File: src/rtl/core/erq_pkg.sv
// Shared types and constants for the elevator request queue.
package erq_pkg;

	// Command codes of an input item.
	localparam logic CMD_INSERT   = 1'b0;
	localparam logic CMD_DISPATCH = 1'b1;

	// Result status codes.
	localparam logic [1:0] ST_INSERTED   = 2'd0;
	localparam logic [1:0] ST_FULL       = 2'd1;
	localparam logic [1:0] ST_DISPATCHED = 2'd2;
	localparam logic [1:0] ST_EMPTY      = 2'd3;

	// Configuration register indexes.
	localparam logic REG_SAWTOOTH    = 1'b0;
	localparam logic REG_READS_FIRST = 1'b1;

	// Walk phases of the insertion scan.
	typedef enum logic [2:0] {
		PH_SKIP,
		PH_ASC_LE,
		PH_ASC_RUN,
		PH_ASC_GE,
		PH_DSC_GE,
		PH_DSC_RUN,
		PH_DSC_LE,
		PH_PRIO
	} phase_t;

	// Commands from the controller to the datapath.
	typedef struct packed {
		logic load;       // capture the input item
		logic scan_start; // begin a scan at the head
		logic scan_step;  // evaluate the current pair and advance or stop
		logic ins_write;  // write the new entry at the found slot
		logic deq_write;  // remove the head
		logic out_load;   // capture the result
	} erq_cmd_t;

	// Status from the datapath to the controller.
	typedef struct packed {
		logic is_dispatch;
		logic full;
		logic empty;
		logic scan_done;
	} erq_stat_t;

endpackage

File: src/rtl/core/erq_if.sv
// Valid/ready channel interfaces for items, results and configuration writes.
interface erq_in_if;
	logic        valid;
	logic        ready;
	logic        cmd;
	logic [7:0]  req_tag;
	logic [15:0] req_cylinder;
	logic        req_is_read;
	modport source (output valid, cmd, req_tag, req_cylinder, req_is_read, input ready);
	modport sink   (input valid, cmd, req_tag, req_cylinder, req_is_read, output ready);
endinterface

interface erq_out_if;
	logic        valid;
	logic        ready;
	logic [1:0]  status;
	logic [7:0]  out_tag;
	logic [15:0] out_cylinder;
	logic        out_is_read;
	logic [4:0]  occupancy;
	modport source (output valid, status, out_tag, out_cylinder, out_is_read, occupancy,
		input ready);
	modport sink   (input valid, status, out_tag, out_cylinder, out_is_read, occupancy,
		output ready);
endinterface

interface erq_cfg_if;
	logic valid;
	logic ready;
	logic index;
	logic data;
	modport source (output valid, index, data, input ready);
	modport sink   (input valid, index, data, output ready);
endinterface

File: src/rtl/core/elevator_request_queue.sv
// Top level of the elevator request queue.
//  channel | role  | transfer
//  items   | sink  | cmd, req_tag, req_cylinder, req_is_read
//  results | src   | status, out_tag, out_cylinder, out_is_read, occupancy
//  cfg     | sink  | index, data (always ready)
// Dispatch or rejected insert: the decide state after the transfer loads the result.
// Insert: decide, then the scan steps, then the shift state that writes the entry and loads the result.
// The scan walks the queue one entry pair a cycle; that loop sets the rate.
// Reset empties the queue and sets sawtooth mode; a pending result holds under stall.
module elevator_request_queue
	import erq_pkg::*;
#(
	parameter int QUEUE_DEPTH = 16,
	parameter int CYL_BITS    = 16,
	parameter int TAG_BITS    = 8
) (
	input logic  clk,
	input logic  arst_n,
	erq_in_if.sink   items,
	erq_out_if.source results,
	erq_cfg_if.sink  cfg
);

	erq_cmd_t  cmd;
	erq_stat_t stat;
	logic      saw_q, rf_q;

	// Configuration registers.
	assign cfg.ready = 1'b1;
	always_ff @(posedge clk or negedge arst_n) begin
		if (!arst_n) begin
			saw_q <= 1'b1;
			rf_q  <= 1'b0;
		end else if (cfg.valid) begin
			unique case (cfg.index)
				REG_SAWTOOTH:    saw_q <= cfg.data;
				REG_READS_FIRST: rf_q  <= cfg.data;
				default: begin
				end
			endcase
		end
	end

	erq_ctrl u_ctrl (
		.clk, .arst_n,
		.in_valid (items.valid), .in_ready (items.ready),
		.out_valid(results.valid), .out_ready(results.ready),
		.stat, .cmd
	);

	erq_datapath #(
		.QUEUE_DEPTH(QUEUE_DEPTH), .CYL_BITS(CYL_BITS), .TAG_BITS(TAG_BITS)
	) u_dp (
		.clk, .arst_n, .cmd, .stat,
		.in_cmd(items.cmd), .in_tag(items.req_tag), .in_cyl(items.req_cylinder),
		.in_read(items.req_is_read), .sawtooth(saw_q), .reads_first(rf_q),
		.status(results.status), .out_tag(results.out_tag),
		.out_cylinder(results.out_cylinder), .out_is_read(results.out_is_read),
		.occupancy(results.occupancy)
	);

endmodule

File: src/rtl/core/erq_ctrl.sv
// Controller state machine of the elevator request queue.
module erq_ctrl
	import erq_pkg::*;
(
	input  logic      clk,
	input  logic      arst_n,
	input  logic      in_valid,
	output logic      in_ready,
	output logic      out_valid,
	input  logic      out_ready,
	input  erq_stat_t stat,
	output erq_cmd_t  cmd
);

	typedef enum logic [2:0] {S_IDLE, S_DECIDE, S_SCAN, S_SHIFT, S_DONE} state_t;

	state_t state_q;
	logic   out_valid_q;

	assign out_valid = out_valid_q;
	// A new item may enter while idle once the previous result slot is free or leaving.
	assign in_ready  = (state_q == S_IDLE) && (!out_valid_q || out_ready);

	// Commands decoded from the state.
	always_comb begin
		cmd = '0;
		cmd.load = (state_q == S_IDLE) && in_valid && in_ready;
		unique case (state_q)
			S_IDLE: begin
			end
			S_DECIDE: begin
				if (!stat.is_dispatch && !stat.full) cmd.scan_start = 1'b1;
				if (stat.is_dispatch || stat.full) cmd.out_load = 1'b1;
				if (stat.is_dispatch && !stat.empty) cmd.deq_write = 1'b1;
			end
			S_SCAN: begin
				if (!stat.scan_done) cmd.scan_step = 1'b1;
			end
			S_SHIFT: begin
				cmd.ins_write = 1'b1;
				cmd.out_load  = 1'b1;
			end
			S_DONE: begin
			end
			default: begin
			end
		endcase
	end

	// State register and result valid flag.
	always_ff @(posedge clk or negedge arst_n) begin
		if (!arst_n) begin
			state_q     <= S_IDLE;
			out_valid_q <= 1'b0;
		end else begin
			if (out_valid_q && out_ready) out_valid_q <= 1'b0;
			unique case (state_q)
				S_IDLE: begin
					if (in_valid && in_ready) state_q <= S_DECIDE;
				end
				S_DECIDE: begin
					if (stat.is_dispatch || stat.full) begin
						out_valid_q <= 1'b1;
						state_q     <= S_IDLE;
					end else begin
						state_q <= S_SCAN;
					end
				end
				S_SCAN: begin
					if (stat.scan_done) state_q <= S_SHIFT;
				end
				S_SHIFT: begin
					out_valid_q <= 1'b1;
					state_q     <= S_IDLE;
				end
				S_DONE: state_q <= S_IDLE;
				default: state_q <= S_IDLE;
			endcase
		end
	end

endmodule

File: src/rtl/core/erq_datapath.sv
// Datapath of the elevator request queue: entry registers, scan walker, result register.
module erq_datapath
	import erq_pkg::*;
#(
	parameter int QUEUE_DEPTH = 16,
	parameter int CYL_BITS    = 16,
	parameter int TAG_BITS    = 8
) (
	input  logic        clk,
	input  logic        arst_n,
	input  erq_cmd_t    cmd,
	output erq_stat_t   stat,
	input  logic        in_cmd,
	input  logic [7:0]  in_tag,
	input  logic [15:0] in_cyl,
	input  logic        in_read,
	input  logic        sawtooth,
	input  logic        reads_first,
	output logic [1:0]  status,
	output logic [7:0]  out_tag,
	output logic [15:0] out_cylinder,
	output logic        out_is_read,
	output logic [4:0]  occupancy
);

	localparam int IW = $clog2(QUEUE_DEPTH);
	localparam int CW = $clog2(QUEUE_DEPTH + 1);

	logic [TAG_BITS-1:0] tag_q [QUEUE_DEPTH];
	logic [CYL_BITS-1:0] cyl_q [QUEUE_DEPTH];
	logic                rd_q  [QUEUE_DEPTH];
	logic [CW-1:0]       count_q;

	logic                new_cmd_q;
	logic [TAG_BITS-1:0] new_tag_q;
	logic [CYL_BITS-1:0] new_cyl_q;
	logic                new_rd_q;

	logic [CW-1:0]       p_q;
	logic [CW-1:0]       pos_q;
	phase_t              ph_q;
	logic                done_q;

	logic [1:0]          st_q;
	logic [7:0]          otag_q;
	logic [15:0]         ocyl_q;
	logic                ord_q;

	// Truncated input fields.
	logic [TAG_BITS-1:0] in_tag_t;
	logic [CYL_BITS-1:0] in_cyl_t;
	logic [15:0]         in_cyl_w;
	logic [31:0]         in_tag_w;
	assign in_cyl_w = in_cyl;
	assign in_tag_w = {24'd0, in_tag};
	always_comb begin
		in_cyl_t = '0;
		in_tag_t = in_tag_w[TAG_BITS-1:0];
		for (int b = 0; b < CYL_BITS; b++) begin
			if (b < 16) in_cyl_t[b] = in_cyl_w[b];
		end
	end

	// Pair under evaluation: slot p and slot p + 1.
	logic [CW-1:0]       q_w;
	logic [IW-1:0]       pi, qi;
	logic [CYL_BITS-1:0] pc, qc, nc;
	logic                q_valid;
	logic [CYL_BITS-1:0] d_new, d_q;
	logic                closer, ahead;

	assign q_w     = p_q + CW'(1);
	assign q_valid = q_w < count_q;
	assign pi      = p_q[IW-1:0];
	assign qi      = q_valid ? q_w[IW-1:0] : p_q[IW-1:0];
	assign pc      = cyl_q[pi];
	assign qc      = cyl_q[qi];
	assign nc      = new_cyl_q;
	assign d_new   = (pc > nc) ? pc - nc : nc - pc;
	assign d_q     = (pc > qc) ? pc - qc : qc - pc;
	assign closer  = d_new < d_q;
	always_comb begin
		if (!reads_first) ahead = closer;
		else if (new_rd_q) ahead = !rd_q[qi] || closer;
		else ahead = !rd_q[qi] && closer;
	end

	// One walk step: either advance p or settle the slot at q.
	logic   adv, stop;
	phase_t ph_n;
	always_comb begin
		adv  = 1'b0;
		stop = 1'b0;
		ph_n = ph_q;
		case (ph_q)
			PH_SKIP: begin
				if (!q_valid) stop = 1'b1;
				else if (pc == qc) adv = 1'b1;
				else if (!sawtooth) ph_n = PH_PRIO;
				else if (pc < qc) ph_n = (pc <= nc) ? PH_ASC_LE : PH_ASC_RUN;
				else ph_n = (pc >= nc) ? PH_DSC_GE : PH_DSC_RUN;
			end
			PH_ASC_LE: begin
				if (q_valid && qc <= nc && pc <= qc) adv = 1'b1;
				else stop = 1'b1;
			end
			PH_ASC_RUN: begin
				// First advance is unconditional; then follow the rising run.
				adv  = 1'b1;
				ph_n = PH_ASC_GE;
				if (q_w + CW'(1) < count_q && !(qc <= cyl_q[IW'(q_w + CW'(1))]))
					ph_n = PH_ASC_GE;
				else if (q_w + CW'(1) < count_q)
					ph_n = PH_ASC_RUN;
			end
			PH_ASC_GE: begin
				if (q_valid && qc >= nc) adv = 1'b1;
				else stop = 1'b1;
			end
			PH_DSC_GE: begin
				if (q_valid && qc >= nc && pc >= qc) adv = 1'b1;
				else stop = 1'b1;
			end
			PH_DSC_RUN: begin
				adv  = 1'b1;
				ph_n = PH_DSC_LE;
				if (q_w + CW'(1) < count_q && qc >= cyl_q[IW'(q_w + CW'(1))])
					ph_n = PH_DSC_RUN;
			end
			PH_DSC_LE: begin
				if (q_valid && qc <= nc) adv = 1'b1;
				else stop = 1'b1;
			end
			PH_PRIO: begin
				if (!q_valid || ahead) stop = 1'b1;
				else adv = 1'b1;
			end
			default: stop = 1'b1;
		endcase
	end

	assign stat.is_dispatch = new_cmd_q;
	assign stat.full        = count_q >= CW'(QUEUE_DEPTH);
	assign stat.empty       = count_q == '0;
	assign stat.scan_done   = done_q;

	// Captured item and walker state.
	always_ff @(posedge clk or negedge arst_n) begin
		if (!arst_n) begin
			done_q <= 1'b0;
			ph_q   <= PH_SKIP;
			p_q    <= '0;
			pos_q  <= '0;
		end else begin
			if (cmd.scan_start) begin
				p_q    <= '0;
				ph_q   <= PH_SKIP;
				done_q <= count_q == '0;
				pos_q  <= '0;
			end else if (cmd.scan_step) begin
				ph_q <= ph_n;
				if (adv) p_q <= q_w;
				if (stop) begin
					done_q <= 1'b1;
					pos_q  <= q_valid ? q_w : count_q;
				end
			end
		end
	end

	always_ff @(posedge clk) begin
		if (cmd.load) begin
			new_cmd_q <= in_cmd;
			new_tag_q <= in_tag_t;
			new_cyl_q <= in_cyl_t;
			new_rd_q  <= in_read;
		end
	end

	// Entry storage: parallel shift for insert and head removal.
	always_ff @(posedge clk) begin
		for (int i = 0; i < QUEUE_DEPTH; i++) begin
			if (cmd.ins_write) begin
				if (CW'(i) == pos_q) begin
					tag_q[i] <= new_tag_q;
					cyl_q[i] <= new_cyl_q;
					rd_q[i]  <= new_rd_q;
				end else if (CW'(i) > pos_q && i > 0) begin
					tag_q[i] <= tag_q[i-1];
					cyl_q[i] <= cyl_q[i-1];
					rd_q[i]  <= rd_q[i-1];
				end
			end else if (cmd.deq_write && i + 1 < QUEUE_DEPTH) begin
				tag_q[i] <= tag_q[i+1];
				cyl_q[i] <= cyl_q[i+1];
				rd_q[i]  <= rd_q[i+1];
			end
		end
	end

	always_ff @(posedge clk or negedge arst_n) begin
		if (!arst_n) begin
			count_q <= '0;
		end else if (cmd.ins_write) begin
			count_q <= count_q + CW'(1);
		end else if (cmd.deq_write) begin
			count_q <= count_q - CW'(1);
		end
	end

	// Result register.
	always_ff @(posedge clk) begin
		if (cmd.out_load) begin
			otag_q <= '0;
			ocyl_q <= '0;
			ord_q  <= 1'b0;
			if (cmd.ins_write) st_q <= ST_INSERTED;
			else if (!new_cmd_q) st_q <= ST_FULL;
			else if (count_q == '0) st_q <= ST_EMPTY;
			else begin
				st_q   <= ST_DISPATCHED;
				otag_q <= 8'(tag_q[0]);
				ocyl_q <= 16'(cyl_q[0]);
				ord_q  <= rd_q[0];
			end
		end
	end

	logic [CW-1:0] occ_w;
	assign occ_w        = count_q;
	assign status       = st_q;
	assign out_tag      = otag_q;
	assign out_cylinder = ocyl_q;
	assign out_is_read  = ord_q;
	assign occupancy    = 5'(occ_w);

endmodule
File: src/flat_wrapper.sv
// flat-port wrapper written by rule: the top's interface ports become plain ports
module elevator_request_queue_flat import erq_pkg::*;
#(
	parameter int QUEUE_DEPTH = 16,
	parameter int CYL_BITS    = 16,
	parameter int TAG_BITS    = 8
)
  (clk, arst_n, items_valid, items_cmd, items_req_tag, items_req_cylinder, items_req_is_read, items_ready, results_valid, results_status, results_out_tag, results_out_cylinder, results_out_is_read, results_occupancy, results_ready, cfg_valid, cfg_index, cfg_data, cfg_ready);
  erq_in_if items_i ();
  erq_out_if results_i ();
  erq_cfg_if cfg_i ();
  input logic clk;
  input logic arst_n;
  input wire logic [$bits(items_i.valid)-1:0] items_valid;
  input wire logic [$bits(items_i.cmd)-1:0] items_cmd;
  input wire logic [$bits(items_i.req_tag)-1:0] items_req_tag;
  input wire logic [$bits(items_i.req_cylinder)-1:0] items_req_cylinder;
  input wire logic [$bits(items_i.req_is_read)-1:0] items_req_is_read;
  output wire logic [$bits(items_i.ready)-1:0] items_ready;
  output wire logic [$bits(results_i.valid)-1:0] results_valid;
  output wire logic [$bits(results_i.status)-1:0] results_status;
  output wire logic [$bits(results_i.out_tag)-1:0] results_out_tag;
  output wire logic [$bits(results_i.out_cylinder)-1:0] results_out_cylinder;
  output wire logic [$bits(results_i.out_is_read)-1:0] results_out_is_read;
  output wire logic [$bits(results_i.occupancy)-1:0] results_occupancy;
  input wire logic [$bits(results_i.ready)-1:0] results_ready;
  input wire logic [$bits(cfg_i.valid)-1:0] cfg_valid;
  input wire logic [$bits(cfg_i.index)-1:0] cfg_index;
  input wire logic [$bits(cfg_i.data)-1:0] cfg_data;
  output wire logic [$bits(cfg_i.ready)-1:0] cfg_ready;
  assign items_i.valid = items_valid;
  assign items_i.cmd = items_cmd;
  assign items_i.req_tag = items_req_tag;
  assign items_i.req_cylinder = items_req_cylinder;
  assign items_i.req_is_read = items_req_is_read;
  assign items_ready = items_i.ready;
  assign results_valid = results_i.valid;
  assign results_status = results_i.status;
  assign results_out_tag = results_i.out_tag;
  assign results_out_cylinder = results_i.out_cylinder;
  assign results_out_is_read = results_i.out_is_read;
  assign results_occupancy = results_i.occupancy;
  assign results_i.ready = results_ready;
  assign cfg_i.valid = cfg_valid;
  assign cfg_i.index = cfg_index;
  assign cfg_i.data = cfg_data;
  assign cfg_ready = cfg_i.ready;
  elevator_request_queue #(.QUEUE_DEPTH(QUEUE_DEPTH), .CYL_BITS(CYL_BITS), .TAG_BITS(TAG_BITS)) u_core (.clk(clk), .arst_n(arst_n), .items(items_i), .results(results_i), .cfg(cfg_i));
endmodule
File: config.mk
export PLATFORM = sky130hd
export DESIGN_NAME = elevator_request_queue_flat
export DESIGN_NICKNAME = d
export VERILOG_FILES = /design/src/rtl/core/erq_pkg.sv /design/src/rtl/core/erq_if.sv /design/src/rtl/core/elevator_request_queue.sv /design/src/rtl/core/erq_ctrl.sv /design/src/rtl/core/erq_datapath.sv /design/src/flat_wrapper.sv
export SDC_FILE = /design/constraint.sdc
export NUM_CORES = 1
export LEC_CHECK = 0
export BUFFER_PORTS_ARGS = -buffer_cell sky130_fd_sc_hd__buf_2
export CAP_MARGIN = 20
export CORE_MARGIN = 2
export CORE_UTILIZATION = 50
export CTS_CLUSTER_SIZE = 40
export DETAILED_ROUTE_END_ITERATION = 10
export PLACE_DENSITY = 0.69
export SYNTH_ARGS = -nofsm -noshare
export SYNTH_HDL_FRONTEND = slang
export SYNTH_SLANG_ARGS = --single-unit
export TNS_END_PERCENT = 30
File: constraint.sdc
create_clock -name clk -period 14.95 [get_ports clk]
set_input_delay 1.495 -clock clk [delete_from_list [all_inputs] [get_ports clk]]
set_output_delay 1.495 -clock clk [all_outputs]
set_load 0.1 [all_outputs]
==> metrics <==
status completed; GPL Wtd Cong 0.9234; Seq/Total Area, Yosys 41.50%; CTS tree yes; dominant cell type by area after synthesis edfxtp_1; die area 70560 sq um; Setup Skew 0.04636 ns; Util after Layout 55.01%; DRT Wirelength 108000 um; placed cell area 35320 sq um; post-synthesis cell count 3083; Slew Limit Fails 0; worst hold path endpoint u_core.u_ctrl.out_valid; Syn Std Cell Area 34230 sq um; ys async rst share 5.031%; number of CTS-inserted buffers 53; R2R cell count 32; Placeable Area 67510 sq um; antenna-violating nets left 0; top cells by area, synth edfxtp_1 40%, mux4_2 15%, mux2i_1 12%; Hold Path Class register to register; Worst-Margin Slew 1.183 ns; worst stage delay on the critical path 1.05 ns; post-CTS sizing 0; die height 265.6 um; Final Hold Fails 0; Netlist cell types 84; DPL Wire Length 69330 um; crit path kind register to register; Ys Warns 0; Worst Path Arrival 12.38 ns; pin count of the biggest net entering global routing 289; Pre-antenna DRT Iters 6; Starting Density 50.70%; CP most frequent cell a21oi_1; Mapped Nets 3246; # nets final 3185; Data required, critical path 15.43 ns; worst r2r src u_core.u_dp.p_q[0]; Clk pin slew, worst setup/hold paths 0.06 ns; vias in the first global route 25577; hold slack 0.5061 ns; Worst R2R Setup Slack 3.05 ns; Hold Startpoint u_core.u_ctrl.out_valid; initial antenna violation count 2; # setup viols final 0; global route overflow 0; RSZ-0062 raised after global routing false; Max clock buf depth 3; clock latency at the later pin of the worst-skew pair 0.64 ns; fraction of layout cells with a size suffix above 1 17.36%; routed len/inst 27.40 um; final instance area 37140 sq um; wire length of the first global-routing pass 163700 um; Die W 265.6 um; Post-CTS Setup Inserts 0; num rows 95; Remaining DRCs 0; # H-tree levels 2; Via density 6.748; # hold bufs at CTS 0; Max Cap Viol 0; FF-to-FF End u_core.u_dp.p_q[1]; Slew headroom 21.16%; Top FF cell, synth edfxtp_1; hold depth 1; area share of the largest cell type after synthesis 39.74%; Global Route Usage Sum 30.45%; Via Count 26588; IO Pins 68; number of synthesized flops with an enable pin 453; TritonCTS sink count 477; Critical Path Fanout Max 76; most common cell after layout, fill and taps aside nand2_1; Crit. End Element register; period utilisation layout 79.59%; P&R area growth vs syn 8.510%; Critical-path top delay cell ha_4; Peak Freq 0.08404 GHz; CTS Root Buffer Type clkbuf_16; setup tns final 0 ns; flops & latches, synth 477; Avg Inst Size Synth 11.10 sq um; CP startpoint kind register; fillers 5694; min Tclk post-route 11.90 ns; most frequent cells in the layout 508 x nand2_1, 453 x edfxtp_1, 403 x mux2i_1; initial DRC count 3962; buffers added on ports 66
[sequential cells by signal, indices dropped and copies added, names as in the netlist, 2 cells and up]
| name | flops |
|---|---|
| u_core.u_ctrl.state_q | 2 |
| u_core.u_dp.new_tag_q | 8 |
| u_core.u_dp.rd_q | 16 |
| u_core.u_dp.tag_q | 128 |
| u_core.u_dp.ph_q | 3 |
| u_core.u_dp.status | 2 |
| u_core.u_dp.out_cylinder | 16 |
| u_core.u_dp.cyl_q | 256 |
| u_core.u_dp.p_q | 5 |
| u_core.u_dp.occupancy | 5 |
| u_core.u_dp.out_tag | 8 |
| u_core.u_dp.nc | 16 |
| u_core.u_dp.pos_q | 5 |
[worst max-delay path by stage]
stage / startpoint / slack [ns] / endpoint / depth (start not counted)
final: u_core.u_dp.p_q[0] / 3.05 / u_core.u_dp.p_q[1] / 32
after global routing: u_core.u_dp.p_q[0] / 2.21 / u_core.u_dp.p_q[0] / 33
after CTS: u_core.u_dp.p_q[0] / 2.96 / u_core.u_dp.pos_q[2] / 33
after detailed placement: u_core.u_dp.p_q[0] / 3.02 / u_core.u_dp.p_q[1] / 33
after global placement: u_core.u_dp.p_q[0] / 3.17 / u_core.u_dp.p_q[1] / 32
after floorplan: u_core.u_dp.p_q[0] / 5.56 / u_core.u_dp.pos_q[0] / 39
[layout make-up]
class                   instances  area [sq um]  share of cell area, %
well taps                     873          1092                  2.941
repair buffers                133         870.8                  2.345
clock inverters                38         442.9                  1.193
multi-input cells            2275         18860                  50.77
inverters                      82         307.8                 0.8287
flip-flops and latches        477         14210                  38.27
diodes                          2         5.005                0.01348
clock buffers                  60          1353                  3.642
[routing by layer]
layer / vias to the layer above / GRT usage [%] / wire length, um
met5: - / 0 / 13
met3: 276 / 6.351 / 12510
met1: 12967 / 43.55 / 43430
li1: 11507 / - / -
met2: 1836 / 46.18 / 48080
met4: 2 / 10.66 / 3935
[through the flow]
| stage | cells | setup WS (ns) |
|---|---|---|
| after floorplan | 3083 | 5.561 |
| after global placement | 3839 | 3.167 |
| after detailed placement | 3839 | 3.017 |
| after CTS | 3937 | 2.955 |
| after global routing | 3938 | 2.214 |
| final | 3940 | 3.052 |
[critical path, delay by kind of cell, from the launching register on]
kind	cells	cell delay (ns)
buffers and inverters	3	1.27
DFF	1	1.04
AOI/OAI and AO/OA	13	3.36
adders and majority gates	4	2.17
and+or+nand+nor	8	2.55
muxes	4	1.26
[cell families (layout without fill, tap and decap cells)]
group           Yosys count  count (layout)  share of synthesized area [%]
buf+inv                 331             313                          3.908
fa+ha+maj               130             130                          4.862
mux                     660             660                          27.62
xor+xnor                 38              38                         0.9724
simple gates            793             793                          10.07
flops                   477             477                          41.50
compound gates          653             653                          11.05
other cells               1               3                        0.01096
[cell usage after synthesis (3+ instances only)]
library cell  count
a211o_1           3
a211oi_1         18
a21boi_0          6
a21o_1           45
a21oi_1          79
a221oi_1          4
a22oi_1           3
a31oi_1          36
and2_1           33
and3_1            5
and4_1            4
buf_1            31
buf_2            25
buf_4             3
buf_6             7
clkbuf_1        183
dfrtp_1          23
edfxtp_1        453
fa_1              5
ha_1            125
inv_1            82
mux2_2           32
mux2i_1         403
mux4_2          224
nand2_1         515
nand2b_1         30
nand3_1          29
nand4_1          16
nor2_1           94
nor2b_1          14
nor3_1           22
nor4_1            3
o211ai_1          4
o21ai_0         396
o21ai_1           3
o21bai_1          5
o221ai_1          3
o22ai_1           3
o31ai_1           4
o32ai_1           4
o41ai_1           3
or2_2             6
or3_1             6
xnor2_1          21
xor2_1           17
Power is not shown: default switching activity piles up to over one toggle a cycle in this logic, so the estimate is an artifact.
